`src/a128cfb_pkg.sv`:
```
package a128cfb_pkg;

  localparam int DataW   = 8;
  localparam int BlockW  = 128;
  localparam int CfgW    = 64;
  localparam int CfgIdxW = 3;
  localparam int QDepth  = 4;
  localparam int Rounds  = 10;

  localparam logic [CfgIdxW-1:0] REG_KEY_HIGH  = 3'd0;
  localparam logic [CfgIdxW-1:0] REG_KEY_LOW   = 3'd1;
  localparam logic [CfgIdxW-1:0] REG_IV_HIGH   = 3'd2;
  localparam logic [CfgIdxW-1:0] REG_IV_LOW    = 3'd3;
  localparam logic [CfgIdxW-1:0] REG_DIRECTION = 3'd4;

  typedef struct packed {
    logic [DataW-1:0] data;
    logic             start;
  } item_t;

  typedef struct packed {
    logic              start;
    logic [BlockW-1:0] block;
    logic [BlockW-1:0] key;
  } aes_req_t;

  localparam logic [7:0] SBOX [256] = '{
    8'h63,8'h7c,8'h77,8'h7b,8'hf2,8'h6b,8'h6f,8'hc5,8'h30,8'h01,8'h67,8'h2b,8'hfe,8'hd7,8'hab,8'h76,
    8'hca,8'h82,8'hc9,8'h7d,8'hfa,8'h59,8'h47,8'hf0,8'had,8'hd4,8'ha2,8'haf,8'h9c,8'ha4,8'h72,8'hc0,
    8'hb7,8'hfd,8'h93,8'h26,8'h36,8'h3f,8'hf7,8'hcc,8'h34,8'ha5,8'he5,8'hf1,8'h71,8'hd8,8'h31,8'h15,
    8'h04,8'hc7,8'h23,8'hc3,8'h18,8'h96,8'h05,8'h9a,8'h07,8'h12,8'h80,8'he2,8'heb,8'h27,8'hb2,8'h75,
    8'h09,8'h83,8'h2c,8'h1a,8'h1b,8'h6e,8'h5a,8'ha0,8'h52,8'h3b,8'hd6,8'hb3,8'h29,8'he3,8'h2f,8'h84,
    8'h53,8'hd1,8'h00,8'hed,8'h20,8'hfc,8'hb1,8'h5b,8'h6a,8'hcb,8'hbe,8'h39,8'h4a,8'h4c,8'h58,8'hcf,
    8'hd0,8'hef,8'haa,8'hfb,8'h43,8'h4d,8'h33,8'h85,8'h45,8'hf9,8'h02,8'h7f,8'h50,8'h3c,8'h9f,8'ha8,
    8'h51,8'ha3,8'h40,8'h8f,8'h92,8'h9d,8'h38,8'hf5,8'hbc,8'hb6,8'hda,8'h21,8'h10,8'hff,8'hf3,8'hd2,
    8'hcd,8'h0c,8'h13,8'hec,8'h5f,8'h97,8'h44,8'h17,8'hc4,8'ha7,8'h7e,8'h3d,8'h64,8'h5d,8'h19,8'h73,
    8'h60,8'h81,8'h4f,8'hdc,8'h22,8'h2a,8'h90,8'h88,8'h46,8'hee,8'hb8,8'h14,8'hde,8'h5e,8'h0b,8'hdb,
    8'he0,8'h32,8'h3a,8'h0a,8'h49,8'h06,8'h24,8'h5c,8'hc2,8'hd3,8'hac,8'h62,8'h91,8'h95,8'he4,8'h79,
    8'he7,8'hc8,8'h37,8'h6d,8'h8d,8'hd5,8'h4e,8'ha9,8'h6c,8'h56,8'hf4,8'hea,8'h65,8'h7a,8'hae,8'h08,
    8'hba,8'h78,8'h25,8'h2e,8'h1c,8'ha6,8'hb4,8'hc6,8'he8,8'hdd,8'h74,8'h1f,8'h4b,8'hbd,8'h8b,8'h8a,
    8'h70,8'h3e,8'hb5,8'h66,8'h48,8'h03,8'hf6,8'h0e,8'h61,8'h35,8'h57,8'hb9,8'h86,8'hc1,8'h1d,8'h9e,
    8'he1,8'hf8,8'h98,8'h11,8'h69,8'hd9,8'h8e,8'h94,8'h9b,8'h1e,8'h87,8'he9,8'hce,8'h55,8'h28,8'hdf,
    8'h8c,8'ha1,8'h89,8'h0d,8'hbf,8'he6,8'h42,8'h68,8'h41,8'h99,8'h2d,8'h0f,8'hb0,8'h54,8'hbb,8'h16
  };

  function automatic logic [7:0] xtime(input logic [7:0] v);
    xtime = {v[6:0], 1'b0} ^ (v[7] ? 8'h1b : 8'h00);
  endfunction

endpackage

```
`src/a128cfb_front.sv`:
```
module a128cfb_front #(
  parameter int Depth = a128cfb_pkg::QDepth
) (
  input  logic                 clk,
  input  logic                 rst_n,
  input  logic                 push,
  input  a128cfb_pkg::item_t   in_item,
  output logic                 full,
  output logic                 q_valid,
  output a128cfb_pkg::item_t   q_item,
  input  logic                 q_pop
);
  localparam int PtrW = $clog2(Depth);
  localparam int CntW = $clog2(Depth + 1);

  a128cfb_pkg::item_t mem_r [Depth];
  logic [PtrW-1:0] wr_ptr_r, rd_ptr_r;
  logic [CntW-1:0] cnt_r;
  logic            do_push, do_pop;

  assign full    = (cnt_r == CntW'(Depth));
  assign q_valid = (cnt_r != '0);
  assign do_push = push && !full;
  assign do_pop  = q_pop && q_valid;
  assign q_item  = mem_r[rd_ptr_r];

  always_ff @(posedge clk) begin
    if (do_push) begin
      mem_r[wr_ptr_r] <= in_item;
    end
  end

  always_ff @(posedge clk) begin
    if (!rst_n) begin
      wr_ptr_r <= '0;
      rd_ptr_r <= '0;
      cnt_r    <= '0;
    end else begin
      if (do_push) begin
        wr_ptr_r <= (wr_ptr_r == PtrW'(Depth - 1)) ? '0 : wr_ptr_r + 1'b1;
      end
      if (do_pop) begin
        rd_ptr_r <= (rd_ptr_r == PtrW'(Depth - 1)) ? '0 : rd_ptr_r + 1'b1;
      end
      cnt_r <= cnt_r + CntW'(do_push) - CntW'(do_pop);
    end
  end
endmodule

```
`config.mk`:
```
export PLATFORM = sky130hd
export DESIGN_NAME = a128cfb_front
export DESIGN_NICKNAME = d
export VERILOG_FILES = /design/src/a128cfb_pkg.sv /design/src/a128cfb_front.sv
export SDC_FILE = /design/constraint.sdc
export NUM_CORES = 1
export LEC_CHECK = 0
export ABC_AREA = 1
export BUFFER_PORTS_ARGS = -buffer_cell sky130_fd_sc_hd__buf_2
export CAP_MARGIN = 40
export CORE_ASPECT_RATIO = 0.75
export CORE_UTILIZATION = 60
export CTS_CLUSTER_SIZE = 40
export DETAILED_ROUTE_END_ITERATION = 10
export PLACE_DENSITY = 0.86
export SYNTH_ARGS = -nofsm -noshare
export SYNTH_HDL_FRONTEND = slang
export SYNTH_SLANG_ARGS = --single-unit
```
`constraint.sdc`:
```
create_clock -name clk -period 3.7 [get_ports clk]
set_clock_uncertainty 0.05 [all_clocks]
set_input_delay 0 -clock clk [delete_from_list [all_inputs] [get_ports clk]]
set_output_delay 0 -clock clk [all_outputs]
set_load 0.03 [all_outputs]
```
==> run_results.csv <==
group,metric,value,unit
status,run_status,"complete, no violations",
drt,drt_iter0_markers,93,
power,p_leak,0.8855,nW
sta,setup_viol,0,
placement,io_buffers,23,
placement,gp_congestion,0.8512,
sta,fin_ws,1596,ps
layout,fin_nets,211,
setup_path,reg2reg_from,"cnt_r[1]",
sta,final-hold-violation-count,0,
placement,place_hpwl,2.282,mm
drt,drc,0,
drt,ant_nets,0,
power,pwr-share-seq,43.1,%
sta,finalSetupTns,0,ps
layout,stdcell_count,227,
setup_path,required,3870,ps
layout,n_antenna_cell,0,
setup_path,reg2reg_depth,11,
power,power.switching,0.6058,mW
power,power_density,730.5,nW/um^2
clocking,max-clock-path-buffers,2,
clocking,cts_sinks,45,
sta,fmax,475.2,MHz
sta,drv_slew,0,
clocking,cts-root-buf,"clkbuf_8",
clocking,clk_pin_slew_worst_paths,80,ps
sta,period_needed,2104,ps
clocking,cts_tree,"built",
floorplan,io_pins,24,
drt,vias,1243,
yosys,syn_area,1838,sq um
clocking,h-tree-depth,2,
hold_path,whs_endpoint,"mem_r[2][7]",
floorplan,die-area,3291,sq um
clocking,postCtsSetupBuffers,0,
drt,route.final.wire_length,3.511,mm
global_routing,grt_pass1_wl,5.664,mm
yosys,synth_cells,149,
floorplan,core_area,2763,sq um
setup_path,crit_type,"reg -> reg",
power,clkPwrFrac,21.9,%
setup_path,r2r-end,"cnt_r[2]",
setup_path,end_kind,"flip-flop",
floorplan,die_width,65.91,um
global_routing,grt-ovfl-total,0,
sta,grt_setup_unrepaired,"false",
job,cap_violations,0,
sta,slew_headroom,43.85,%
yosys,ys_seq_elements,45,
setup_path,cp.arrival,2280,ps
drt,routed_via_density,5.476,
setup_path,cp_max_fo,7,
yosys,yosysUniqueCellTypes,22,
global_routing,grt_pass1_vias,1198,
floorplan,rows,16,
yosys,avgSynthCellArea,12.34,sq um
layout,syn2layout_area_growth,20.22,%
power,switching_share,37.53,%
global_routing,grt_antenna_before_repair,0,
placement,pre_cts_ws,1699,ps
hold_path,whs_path_depth,2,
global_routing,grt_use_total,24.75,%
drt,first_pass_iters,4,
floorplan,die_y,49.93,um
clocking,clock_latency,290,ps
hold_path,hp-class,"in -> reg",
clocking,cts_buffers,5,
yosys,syn_nets,170,
placement,dp.cells,206,
sta,fin_crit_sh,56.87,%
global_routing,grt_max_degree,20,
power,cellInternalPower,1.008,mW
hold_path,min_from,"in_item[7]",
power,total_power,1.614,mW
floorplan,start_util,66.53,%
power,ir_drop,0.0005071,V
drt,post_drt_wl_per_cell,15.47,um
setup_path,worstSetupStartpointType,"flip-flop",
layout,fillers,164,
yosys,yosys_warnings,0,
power,pwr-share-comb,35.0,%
yosys,seq_area_frac_synth,68.62,%
layout,drive_gt1_share,19.37,%
sta,worst_pin_slew,839.1,ps
setup_path,r2r_setup_slack,1600,ps
sta,timing.hold.ws,408.0,ps
[registers in the layout (all words and copies together) (netlist names), named ones only]
register,cells
mem_r,36
cnt_r,3
rd_ptr_r,2
wr_ptr_r,2
[metal layers]
metal,vias to the layer above,global-route usage (%),part of all wire [%]
met4,0,13.04,2.6
met5,-,0,0
met2,54,39.80,50
li1,596,-,-
met3,11,6.250,6.9
met1,582,30.70,40
[logic make-up (layout without fill, tap and decap cells)]
family	after synthesis	count (layout)	share of synthesized area [%]
compound gates	29	29	8.849
fa+ha+maj	8	8	5.854
buf+inv	17	59	4.629
flops	45	45	68.62
simple gates	49	49	11.57
xor+xnor	1	1	0.4766
[power by group through the flow]
stage,Clock (mW),Sequential [mW],Combinational [mW]
2_1_floorplan,0,0.673,0.428
3_3_place_gp,0,0.704,0.511
3_5_place_dp,0,0.707,0.544
4_1_cts,0.350,0.695,0.561
5_1_grt,0.380,0.705,0.613
6_report,0.354,0.695,0.565
[cell type report]
type | count | area, sq um | area share [%]
sequential | 45 | 1261 | 57.08
timing repair buffer | 37 | 250.2 | 11.33
inverter | 14 | 55.05 | 2.492
tap | 36 | 45.04 | 2.039
clock inverter | 2 | 33.78 | 1.529
multi-input combinational | 87 | 491.7 | 22.25
clock buffer | 6 | 72.57 | 3.284
[worst max-delay path by stage]
| stage | startpoint | to | depth (start not counted) |
|---|---|---|---|
| final | cnt_r[1] | cnt_r[2] | 11 |
| after global routing | cnt_r[1] | cnt_r[2] | 11 |
| after CTS | cnt_r[1] | cnt_r[2] | 11 |
| after detailed placement | cnt_r[1] | cnt_r[2] | 11 |
| after global placement | cnt_r[1] | cnt_r[2] | 10 |
| after floorplan | cnt_r[1] | cnt_r[2] | 10 |
[through the flow]
stage	utilization (%)	area (sq um)
finish	79.98	2210
global route	79.98	2210
CTS	79.71	2202
detailed placement	71.51	1976
global placement	71.24	1968
floorplan	-	1838
[placed cells by master, fill, tap and decap left out, drive strengths merged]
cell	netlist	layout
fa	1	1
dfxtp	9	9
nand2	11	11
or2	1	1
nor2	34	34
o21ai	18	18
dlygate4sd3	0	12
inv	14	14
nand3b	2	2
clkbuf	0	6
xor2	1	1
a21boi	1	1
ha	7	7
nand3	1	1
bufinv	0	1
edfxtp	36	36
a21oi	1	1
buf	3	25
clkinv	0	1
o22ai	9	9
[cells in the mapped netlist]
library cell | count | area [sq um]
dfxtp_1 | 9 | 180.2
ha_1 | 7 | 87.58
nor2_1 | 33 | 123.9
nor2_4 | 1 | 11.26
o22ai_1 | 9 | 56.30
a21boi_2 | 1 | 11.26
nand3_1 | 1 | 5.000
inv_4 | 1 | 6.260
edfxtp_1 | 36 | 1081
nand2_1 | 9 | 33.78
or2_2 | 1 | 6.260
nand2_2 | 1 | 6.260
a21oi_1 | 1 | 5.000
xor2_1 | 1 | 8.760
inv_1 | 13 | 48.80
buf_6 | 2 | 22.52
fa_1 | 1 | 20.02
o21ai_1 | 2 | 10.01
nand3b_1 | 2 | 15.01
o21ai_0 | 16 | 80.08
buf_4 | 1 | 7.510
nand2_4 | 1 | 11.26
[worst max-delay path, cell delays in order (launching register included)]
cell and delay (ps):
dfxtp_1 460, nor2_4 80, nand2_2 120, nand2_4 90, ha_1 320, inv_1 80, ha_1 140, inv_1 50
fa_1 390, nand2_1 80, nand2_1 40, nor2_1 120
[what timing repair did]
action                    CTS  global route
hold buffers               12             0
hold endpoints to repair   45             0
resized for setup           0             0
No activity file was read; power rests on OpenSTA's default activity.
